--- src/pst_pkg.sv ---
`timescale 1ns / 1ps
// ----------------------------------------------------------------------------
// pst_pkg
// shared constants and types of the potentiometer-to-angle converter
// ----------------------------------------------------------------------------
package pst_pkg;

  localparam int SAMPLE_BITS_DEF = 12;
  localparam int FRAC_BITS_DEF   = 8;

  // full scale in degrees and the integer bits it takes
  localparam int DEG_FULL = 90;
  localparam int DEG_BITS = 7;

  localparam int CFG_IDX_BITS = 2;

  typedef enum logic [CFG_IDX_BITS-1:0] {
    REG_CLOSED = 2'd0,
    REG_OPEN   = 2'd1
  } cfg_reg_t;

  typedef struct packed {
    logic bad;
    logic snap_lo;
    logic snap_hi;
  } pst_flags_t;

endpackage

--- src/pst_if.sv ---
`timescale 1ns / 1ps
// ----------------------------------------------------------------------------
// pst_if
// valid/ready channels for samples, angles and register writes
// ----------------------------------------------------------------------------
interface pst_in_if
  import pst_pkg::*;
#(
  parameter int SAMPLE_BITS = SAMPLE_BITS_DEF
) ();
  logic                   valid;
  logic                   ready;
  logic [SAMPLE_BITS-1:0] sample;

  modport source (output valid, output sample, input ready);
  modport sink   (input valid, input sample, output ready);
endinterface

interface pst_out_if
  import pst_pkg::*;
#(
  parameter int FRAC_BITS = FRAC_BITS_DEF
) ();
  localparam int ANGLE_BITS = FRAC_BITS + DEG_BITS;

  logic                  valid;
  logic                  ready;
  logic [ANGLE_BITS-1:0] angle_q8;
  logic                  calibration_bad;

  modport source (output valid, output angle_q8, output calibration_bad, input ready);
  modport sink   (input valid, input angle_q8, input calibration_bad, output ready);
endinterface

interface pst_cfg_if
  import pst_pkg::*;
#(
  parameter int SAMPLE_BITS = SAMPLE_BITS_DEF
) ();
  logic                    valid;
  logic                    ready;
  logic [CFG_IDX_BITS-1:0] index;
  logic [SAMPLE_BITS-1:0]  data;

  modport source (output valid, output index, output data, input ready);
  modport sink   (input valid, input index, input data, output ready);
endinterface

--- src/pot_sample_to_angle.sv ---
`timescale 1ns / 1ps
// pipeline from input transfer to result:
//   three setup stages, one divider stage per angle bit, one result register
// throughput: one sample per cycle while out_ch.ready holds; each stage advances on its own, so bubbles close up
// reset: pipeline emptied, closed_reading cleared to 0, open_reading set to all ones
// ----------------------------------------------------------------------------
// pot_sample_to_angle
// two-point calibrated conversion of a pot sample to a 0..90 degree angle
// ----------------------------------------------------------------------------
module pot_sample_to_angle
  import pst_pkg::*;
#(
  parameter int SAMPLE_BITS = SAMPLE_BITS_DEF,
  parameter int FRAC_BITS   = FRAC_BITS_DEF
) (
  input  logic          clk,
  input  logic          rst_n,
  pst_in_if.sink        in_ch,
  pst_out_if.source     out_ch,
  pst_cfg_if.sink       cfg_ch
);

  localparam int Q_BITS = FRAC_BITS + DEG_BITS;

  logic [SAMPLE_BITS-1:0] closed_r;
  logic [SAMPLE_BITS-1:0] open_r;

  logic                   v_w     [0:Q_BITS];
  logic                   rdy_w   [0:Q_BITS];
  logic [SAMPLE_BITS-1:0] rem_w   [0:Q_BITS];
  logic [Q_BITS-1:0]      tail_w  [0:Q_BITS];
  logic [Q_BITS-1:0]      quot_w  [0:Q_BITS];
  logic [SAMPLE_BITS-1:0] span_w  [0:Q_BITS];
  pst_flags_t             flags_w [0:Q_BITS];

  // calibration registers; the user must write them only while idle, the block itself does not enforce it
  assign cfg_ch.ready = 1'b1;

  always_ff @(posedge clk) begin
    if (!rst_n) begin
      closed_r <= '0;
      open_r   <= '1;
    end else if (cfg_ch.valid) begin
      unique case (cfg_ch.index)
        REG_CLOSED: closed_r <= cfg_ch.data;
        REG_OPEN:   open_r   <= cfg_ch.data;
        default:    ;
      endcase
    end
  end

  pst_prep #(
    .SAMPLE_BITS (SAMPLE_BITS),
    .FRAC_BITS   (FRAC_BITS)
  ) u_prep (
    .clk            (clk),
    .rst_n          (rst_n),
    .in_valid       (in_ch.valid),
    .in_ready       (in_ch.ready),
    .sample         (in_ch.sample),
    .closed_reading (closed_r),
    .open_reading   (open_r),
    .out_valid      (v_w[0]),
    .out_ready      (rdy_w[0]),
    .rem            (rem_w[0]),
    .tail           (tail_w[0]),
    .span           (span_w[0]),
    .flags          (flags_w[0])
  );

  assign quot_w[0] = '0;

  for (genvar k = 0; k < Q_BITS; k++) begin : g_div
    pst_div_stage #(
      .SAMPLE_BITS (SAMPLE_BITS),
      .FRAC_BITS   (FRAC_BITS)
    ) u_stage (
      .clk       (clk),
      .rst_n     (rst_n),
      .in_valid  (v_w[k]),
      .in_ready  (rdy_w[k]),
      .in_rem    (rem_w[k]),
      .in_tail   (tail_w[k]),
      .in_quot   (quot_w[k]),
      .in_span   (span_w[k]),
      .in_flags  (flags_w[k]),
      .out_valid (v_w[k+1]),
      .out_ready (rdy_w[k+1]),
      .out_rem   (rem_w[k+1]),
      .out_tail  (tail_w[k+1]),
      .out_quot  (quot_w[k+1]),
      .out_span  (span_w[k+1]),
      .out_flags (flags_w[k+1])
    );
  end

  pst_finish #(
    .FRAC_BITS (FRAC_BITS)
  ) u_finish (
    .clk             (clk),
    .rst_n           (rst_n),
    .in_valid        (v_w[Q_BITS]),
    .in_ready        (rdy_w[Q_BITS]),
    .quot            (quot_w[Q_BITS]),
    .flags           (flags_w[Q_BITS]),
    .out_valid       (out_ch.valid),
    .out_ready       (out_ch.ready),
    .angle_q8        (out_ch.angle_q8),
    .calibration_bad (out_ch.calibration_bad)
  );

endmodule

--- src/pst_prep.sv ---
`timescale 1ns / 1ps
// ----------------------------------------------------------------------------
// pst_prep
// clamp, scale by 90 and snap tests; sets up the divider operands
// ----------------------------------------------------------------------------
module pst_prep
  import pst_pkg::*;
#(
  parameter int SAMPLE_BITS = SAMPLE_BITS_DEF,
  parameter int FRAC_BITS   = FRAC_BITS_DEF
) (
  input  logic                             clk,
  input  logic                             rst_n,
  input  logic                             in_valid,
  output logic                             in_ready,
  input  logic [SAMPLE_BITS-1:0]           sample,
  input  logic [SAMPLE_BITS-1:0]           closed_reading,
  input  logic [SAMPLE_BITS-1:0]           open_reading,
  output logic                             out_valid,
  input  logic                             out_ready,
  output logic [SAMPLE_BITS-1:0]           rem,
  output logic [FRAC_BITS+DEG_BITS-1:0]    tail,
  output logic [SAMPLE_BITS-1:0]           span,
  output pst_flags_t                       flags
);

  localparam int NUM_BITS = SAMPLE_BITS + DEG_BITS;

  // stage a: clamp and offset
  logic                   va_r;
  logic                   bad_a_r;
  logic [SAMPLE_BITS-1:0] d_a_r;
  logic [SAMPLE_BITS-1:0] span_a_r;
  // stage b: products
  logic                   vb_r;
  logic                   bad_b_r;
  logic [NUM_BITS-1:0]    num_b_r;
  logic [NUM_BITS-1:0]    span89_b_r;
  logic [SAMPLE_BITS-1:0] span_b_r;
  // stage c: divider operands and snap flags
  logic                   vc_r;
  pst_flags_t             flags_c_r;
  logic [NUM_BITS-1:0]    num_c_r;
  logic [SAMPLE_BITS-1:0] span_c_r;

  logic                   rdy_a;
  logic                   rdy_b;
  logic                   rdy_c;
  logic [SAMPLE_BITS-1:0] s_clamp;
  pst_flags_t             flags_nxt;

  assign rdy_c    = !vc_r || out_ready;
  assign rdy_b    = !vb_r || rdy_c;
  assign rdy_a    = !va_r || rdy_b;
  assign in_ready = rdy_a;

  always_comb begin
    priority if (sample < closed_reading) begin
      s_clamp = closed_reading;
    end else if (sample > open_reading) begin
      s_clamp = open_reading;
    end else begin
      s_clamp = sample;
    end
  end

  always_comb begin
    flags_nxt.bad     = bad_b_r;
    flags_nxt.snap_lo = num_b_r < NUM_BITS'(span_b_r);
    flags_nxt.snap_hi = num_b_r > span89_b_r;
  end

  always_ff @(posedge clk) begin
    if (!rst_n) begin
      va_r <= 1'b0;
      vb_r <= 1'b0;
      vc_r <= 1'b0;
    end else begin
      if (rdy_a) va_r <= in_valid;
      if (rdy_b) vb_r <= va_r;
      if (rdy_c) vc_r <= vb_r;
    end
  end

  always_ff @(posedge clk) begin
    if (rdy_a) begin
      bad_a_r  <= open_reading <= closed_reading;
      d_a_r    <= s_clamp - closed_reading;
      span_a_r <= open_reading - closed_reading;
    end
    if (rdy_b) begin
      bad_b_r    <= bad_a_r;
      num_b_r    <= NUM_BITS'(d_a_r) * NUM_BITS'(DEG_FULL);
      span89_b_r <= NUM_BITS'(span_a_r) * NUM_BITS'(DEG_FULL - 1);
      span_b_r   <= span_a_r;
    end
    if (rdy_c) begin
      flags_c_r <= flags_nxt;
      num_c_r   <= num_b_r;
      span_c_r  <= span_b_r;
    end
  end

  // for a good calibration num < 128*span, so the upper part already sits below the divisor
  assign out_valid = vc_r;
  assign rem       = num_c_r[NUM_BITS-1:DEG_BITS];
  assign tail      = {num_c_r[DEG_BITS-1:0], {FRAC_BITS{1'b0}}};
  assign span      = span_c_r;
  assign flags     = flags_c_r;

endmodule

--- src/pst_div_stage.sv ---
`timescale 1ns / 1ps
// ----------------------------------------------------------------------------
// pst_div_stage
// one restoring-division step: one quotient bit per stage
// ----------------------------------------------------------------------------
module pst_div_stage
  import pst_pkg::*;
#(
  parameter int SAMPLE_BITS = SAMPLE_BITS_DEF,
  parameter int FRAC_BITS   = FRAC_BITS_DEF
) (
  input  logic                          clk,
  input  logic                          rst_n,
  input  logic                          in_valid,
  output logic                          in_ready,
  input  logic [SAMPLE_BITS-1:0]        in_rem,
  input  logic [FRAC_BITS+DEG_BITS-1:0] in_tail,
  input  logic [FRAC_BITS+DEG_BITS-1:0] in_quot,
  input  logic [SAMPLE_BITS-1:0]        in_span,
  input  pst_flags_t                    in_flags,
  output logic                          out_valid,
  input  logic                          out_ready,
  output logic [SAMPLE_BITS-1:0]        out_rem,
  output logic [FRAC_BITS+DEG_BITS-1:0] out_tail,
  output logic [FRAC_BITS+DEG_BITS-1:0] out_quot,
  output logic [SAMPLE_BITS-1:0]        out_span,
  output pst_flags_t                    out_flags
);

  localparam int Q_BITS = FRAC_BITS + DEG_BITS;

  logic                   v_r;
  logic [SAMPLE_BITS-1:0] rem_r;
  logic [Q_BITS-1:0]      tail_r;
  logic [Q_BITS-1:0]      quot_r;
  logic [SAMPLE_BITS-1:0] span_r;
  pst_flags_t             flags_r;

  logic [SAMPLE_BITS:0]   trial;
  logic                   fits;
  logic [SAMPLE_BITS-1:0] rem_nxt;

  assign in_ready = !v_r || out_ready;

  always_comb begin
    trial   = {in_rem, in_tail[Q_BITS-1]};
    fits    = trial >= {1'b0, in_span};
    rem_nxt = fits ? SAMPLE_BITS'(trial - {1'b0, in_span}) : trial[SAMPLE_BITS-1:0];
  end

  always_ff @(posedge clk) begin
    if (!rst_n) begin
      v_r <= 1'b0;
    end else if (in_ready) begin
      v_r <= in_valid;
    end
  end

  always_ff @(posedge clk) begin
    if (in_ready) begin
      rem_r   <= rem_nxt;
      tail_r  <= {in_tail[Q_BITS-2:0], 1'b0};
      quot_r  <= {in_quot[Q_BITS-2:0], fits};
      span_r  <= in_span;
      flags_r <= in_flags;
    end
  end

  assign out_valid = v_r;
  assign out_rem   = rem_r;
  assign out_tail  = tail_r;
  assign out_quot  = quot_r;
  assign out_span  = span_r;
  assign out_flags = flags_r;

endmodule

--- src/pst_finish.sv ---
`timescale 1ns / 1ps
// ----------------------------------------------------------------------------
// pst_finish
// applies bad-calibration and endpoint snapping, holds the result register
// ----------------------------------------------------------------------------
module pst_finish
  import pst_pkg::*;
#(
  parameter int FRAC_BITS = FRAC_BITS_DEF
) (
  input  logic                          clk,
  input  logic                          rst_n,
  input  logic                          in_valid,
  output logic                          in_ready,
  input  logic [FRAC_BITS+DEG_BITS-1:0] quot,
  input  pst_flags_t                    flags,
  output logic                          out_valid,
  input  logic                          out_ready,
  output logic [FRAC_BITS+DEG_BITS-1:0] angle_q8,
  output logic                          calibration_bad
);

  localparam int ANGLE_BITS = FRAC_BITS + DEG_BITS;
  localparam logic [ANGLE_BITS-1:0] FULL_Q = ANGLE_BITS'(DEG_FULL << FRAC_BITS);

  logic                  v_r;
  logic [ANGLE_BITS-1:0] angle_r;
  logic                  bad_r;
  logic [ANGLE_BITS-1:0] angle_nxt;

  assign in_ready = !v_r || out_ready;

  always_comb begin
    priority if (flags.bad || flags.snap_lo) begin
      angle_nxt = '0;
    end else if (flags.snap_hi) begin
      angle_nxt = FULL_Q;
    end else begin
      angle_nxt = quot;
    end
  end

  always_ff @(posedge clk) begin
    if (!rst_n) begin
      v_r <= 1'b0;
    end else if (in_ready) begin
      v_r <= in_valid;
    end
  end

  always_ff @(posedge clk) begin
    if (in_ready) begin
      angle_r <= angle_nxt;
      bad_r   <= flags.bad;
    end
  end

  assign out_valid       = v_r;
  assign angle_q8        = angle_r;
  assign calibration_bad = bad_r;

endmodule

--- src/flat_wrapper.sv ---
// flat-port wrapper written by rule: the top's interface ports become plain ports
module pot_sample_to_angle_flat import pst_pkg::*;
#(
  parameter int SAMPLE_BITS = SAMPLE_BITS_DEF,
  parameter int FRAC_BITS   = FRAC_BITS_DEF
)
  (clk, rst_n, in_ch_valid, in_ch_sample, in_ch_ready, out_ch_valid, out_ch_angle_q8, out_ch_calibration_bad, out_ch_ready, cfg_ch_valid, cfg_ch_index, cfg_ch_data, cfg_ch_ready);
  pst_in_if #(.SAMPLE_BITS(SAMPLE_BITS)) in_ch_i ();
  pst_out_if #(.FRAC_BITS(FRAC_BITS)) out_ch_i ();
  pst_cfg_if #(.SAMPLE_BITS(SAMPLE_BITS)) cfg_ch_i ();
  input  logic clk;
  input  logic rst_n;
  input wire logic [$bits(in_ch_i.valid)-1:0] in_ch_valid;
  input wire logic [$bits(in_ch_i.sample)-1:0] in_ch_sample;
  output wire logic [$bits(in_ch_i.ready)-1:0] in_ch_ready;
  output wire logic [$bits(out_ch_i.valid)-1:0] out_ch_valid;
  output wire logic [$bits(out_ch_i.angle_q8)-1:0] out_ch_angle_q8;
  output wire logic [$bits(out_ch_i.calibration_bad)-1:0] out_ch_calibration_bad;
  input wire logic [$bits(out_ch_i.ready)-1:0] out_ch_ready;
  input wire logic [$bits(cfg_ch_i.valid)-1:0] cfg_ch_valid;
  input wire logic [$bits(cfg_ch_i.index)-1:0] cfg_ch_index;
  input wire logic [$bits(cfg_ch_i.data)-1:0] cfg_ch_data;
  output wire logic [$bits(cfg_ch_i.ready)-1:0] cfg_ch_ready;
  assign in_ch_i.valid = in_ch_valid;
  assign in_ch_i.sample = in_ch_sample;
  assign in_ch_ready = in_ch_i.ready;
  assign out_ch_valid = out_ch_i.valid;
  assign out_ch_angle_q8 = out_ch_i.angle_q8;
  assign out_ch_calibration_bad = out_ch_i.calibration_bad;
  assign out_ch_i.ready = out_ch_ready;
  assign cfg_ch_i.valid = cfg_ch_valid;
  assign cfg_ch_i.index = cfg_ch_index;
  assign cfg_ch_i.data = cfg_ch_data;
  assign cfg_ch_ready = cfg_ch_i.ready;
  pot_sample_to_angle #(.SAMPLE_BITS(SAMPLE_BITS), .FRAC_BITS(FRAC_BITS)) u_core (.clk(clk), .rst_n(rst_n), .in_ch(in_ch_i), .out_ch(out_ch_i), .cfg_ch(cfg_ch_i));
endmodule
--- config.mk ---
export PLATFORM = sky130hd
export DESIGN_NAME = pot_sample_to_angle_flat
export DESIGN_NICKNAME = d
export VERILOG_FILES = /design/src/pst_pkg.sv /design/src/pst_if.sv /design/src/pot_sample_to_angle.sv /design/src/pst_prep.sv /design/src/pst_div_stage.sv /design/src/pst_finish.sv /design/src/flat_wrapper.sv
export SDC_FILE = /design/constraint.sdc
export NUM_CORES = 1
export LEC_CHECK = 0
export BUFFER_PORTS_ARGS = -buffer_cell sky130_fd_sc_hd__buf_2
export CAP_MARGIN = 20
export CORE_MARGIN = 1
export CORE_UTILIZATION = 40
export DETAILED_ROUTE_END_ITERATION = 16
export PLACE_DENSITY = 0.68
export SYNTH_ARGS = -nofsm -noshare
export SYNTH_HDL_FRONTEND = slang
export SYNTH_SLANG_ARGS = --single-unit
--- constraint.sdc ---
create_clock -name clk -period 4.4 [get_ports clk]
set_input_delay 0.88 -clock clk [delete_from_list [all_inputs] [get_ports clk]]
set_output_delay 0.88 -clock clk [all_outputs]
set_load 0.005 [all_outputs]
==> impl_metrics.json <==
{
  "outcome": "finished clean",
  "final.fill_count": 7972,
  "synth_mux_area_share_pct": 4.69,
  "num_vias": 21700,
  "grt_overflow": 0,
  "drc": 0,
  "routed_wl_um": 67400,
  "synth_flop_cell": "edfxtp_1",
  "synthArstFlopShare_pct": 0,
  "reg2reg_from": "u_core.u_prep.span_a_r[3]",
  "syn_area_per_cell_um2": 12.4,
  "min_period_over_period_pct": 91.7,
  "fp-row-count": 110,
  "crit_arrival_ps": 4420,
  "drt_iter0_drc": 1314,
  "synth_xor_area_share_pct": 3.34,
  "via_per_inst": 5.04,
  "slowest_stage": "fa_1",
  "crit_family": "adder cells",
  "place_hpwl_um": 50800,
  "place_congestion": 0.855,
  "synth-compound-area-share_pct": 9.87,
  "wl_met2_um": 34200,
  "port_buffers": 48,
  "finClkSkew_ps": 30.8,
  "grt_pass1_vias": 21800,
  "drv_cap": 0,
  "rsz0062_at_grt": "false",
  "floorplan.initialDensity_pct": 40.4,
  "synth_simple_gate_area_share_pct": 8.10,
  "period_needed_ps": 4040,
  "setup_viol": 0,
  "drt-pass1-iter-count": 5,
  "hp-start": "u_core.g_div[5].u_stage.out_quot[2]",
  "final_cell_mix": "edfxtp_1 (637), inv_1 (421), ha_1 (334), a21oi_1 (172), nor2_1 (143)",
  "grt_usage_pct": 14.7,
  "cts_hold_buf": 0,
  "yosysWarningCount": 0,
  "grt_pass1_wl_um": 111000,
  "cp_common_cell": "inv_1",
  "cp_cell_sequence": "ha_1 -> inv_1 -> fa_1 -> inv_1 -> ha_1 -> inv_1 -> fa_1 -> inv_1 -> ha_1 -> nand2_1 -> o211ai_1 -> nor3_1 -> o31ai_1 -> a211o_1 -> a21oi_1 -> xnor2_1",
  "ff_latch_area_mm2": 0.0200,
  "top_layer": "met5",
  "post-place-ws_ps": -122,
  "synth-edff-count": 637,
  "min_path_type": "reg2reg",
  "design_area_mm2": 0.0408,
  "max_slew_margin_pct": 32.1,
  "tightestPinTransition_ps": 1020,
  "ys_types": 86,
  "ioPinCount": 50,
  "synthesis.instances": 2939,
  "clock_latency_ps": 630,
  "leakagePower_nw": 17.8,
  "wl_per_cell_um": 15.6,
  "cts_buffer_depth": 3,
  "required_ps": 4790,
  "placed_cell_area_mm2": 0.0383,
  "syn_area_mm2": 0.0364,
  "diodes": 0,
  "end_kind": "flop",
  "drtAntennaViolNets": 0,
  "synthAdderAreaFrac_pct": 14.2,
  "clkTransAtPathRegs_ps": 70,
  "grt_start_max_net_pins": 48,
  "slew_violations": 0,
  "crit_buf_inv": 4,
  "cts.sink_count": 680,
  "hold_violations": 0,
  "dieArea_mm2": 0.0923,
  "die_x_um": 304,
  "synthesis.nets": 3354,
  "multi_input_area_mm2": 0.0147,
  "cp-start-kind": "flop",
  "final_common_cell": "edfxtp_1",
  "met3WireLength_um": 2380,
  "finalWorstSetupSlack_ps": 364,
  "cts_inserted_buffers": 72,
  "die_h_um": 304,
  "root_buffer": "clkbuf_16",
  "core_area_mm2": 0.0901,
  "cellPowerDensity_mw_per_mm2": 834,
  "fin_util_pct": 45.3,
  "place_inst": 4172,
  "cts_tree": "built",
  "cpPeakStageDelay_ps": 500,
  "synth_top_family_by_area": "adder cells",
  "cts_max_level": 3,
  "startpoint": "u_core.u_prep.span_a_r[3]",
  "drt-met1-wl_um": 29100,
  "final_net_count": 3486,
  "crit_fanout": 5,
  "antenna_found_initial": 2,
  "final_cell_count_no_fill": 4307,
  "ys_ff_latch": 680,
  "syn_to_final_growth_pct": 12.0,
  "path_class": "reg2reg",
  "drive_gt1_share_pct": 9.55,
  "peakVddDrop_mv": 1.14,
  "yosysSeqAreaShare_pct": 54.9,
  "fmax_mhz": 248
}
## final cells by class
type | count | share of cell area, %
Sequential cell | 680 | 49.0
Multi-Input combinational cell | 1806 | 36.0
Clock buffer | 77 | 4.56
Inverter | 424 | 3.90
Tap cell | 1176 | 3.60
Clock inverter | 57 | 1.66
Timing Repair Buffer | 87 | 1.34
## state kept, by name, summed over array words and instances (netlist names), 18 cells and up
name and flops:
u_core.g_div.u_stage.out_flags 45, u_core.u_prep.num_c_r 18, u_core.g_div.u_stage.out_span 168, u_core.u_prep.num_b_r 18, u_core.g_div.u_stage.out_rem 168, u_core.u_prep.span89_b_r 19, u_core.g_div.u_stage.out_quot 120
## routing by layer
| metal | vias to the layer above | global-route usage, % |
|---|---|---|
| li1 | 10900 | - |
| met1 | 10400 | 17.9 |
| met2 | 314 | 26.3 |
| met3 | 121 | 2.65 |
| met4 | 4 | 4.05 |
| met5 | - | 0 |
## where the power goes
group	internal, mW	leakage [nW]	switching (mW)
clock network	3.77	1.22	2.62
logic	7.34	9.72	8.52
registers	10.6	6.87	1.19
## kinds of logic after synthesis
family          after synthesis
flops                       680
buf+inv                     453
compound gates              551
xor+xnor                    139
fa+ha+maj                   384
simple gates                582
mux                         149
other cells                   1
## worst paths after layout
path         depth (start not counted)                             endpoint  slack (ps)
max reg2reg                         16         u_core.u_prep.span89_b_r[18]         360
min reg2reg                          0  u_core.g_div[6].u_stage.out_quot[3]         410
min                                  0  u_core.g_div[6].u_stage.out_quot[3]         410
max                                 16         u_core.u_prep.span89_b_r[18]         360
## synth_stat cells, drive strengths merged, types with 50 or more instances
cell type | instances | area, um^2
edfxtp | 637 | 19100
inv | 424 | 1590
ha | 334 | 4180
a21oi | 178 | 913
nor2 | 145 | 549
o21ai | 94 | 474
nor2b | 69 | 432
o21a | 56 | 420
a21o | 61 | 458
fa | 50 | 1000
xnor2 | 91 | 797
mux2 | 112 | 1340
nand2 | 132 | 495
## through the flow
step           setup TNS [ps]  power (mW)  hold WS [ps]
6_report                    0        34.0           405
5_1_grt                     0        36.6           415
4_1_cts                     0        34.3           404
3_5_place_dp             -244        27.6           405
3_3_place_gp             -187        27.3           402
2_1_floorplan               0        23.9           400
## timing repair
| item | CTS | global route |
|---|---|---|
| endpoints found under the setup margin | 0 | 1 |
| setup buffers | 0 | 0 |
| resized for setup | 0 | 1 |
Note: power is estimated with default switching activity, not from simulation.
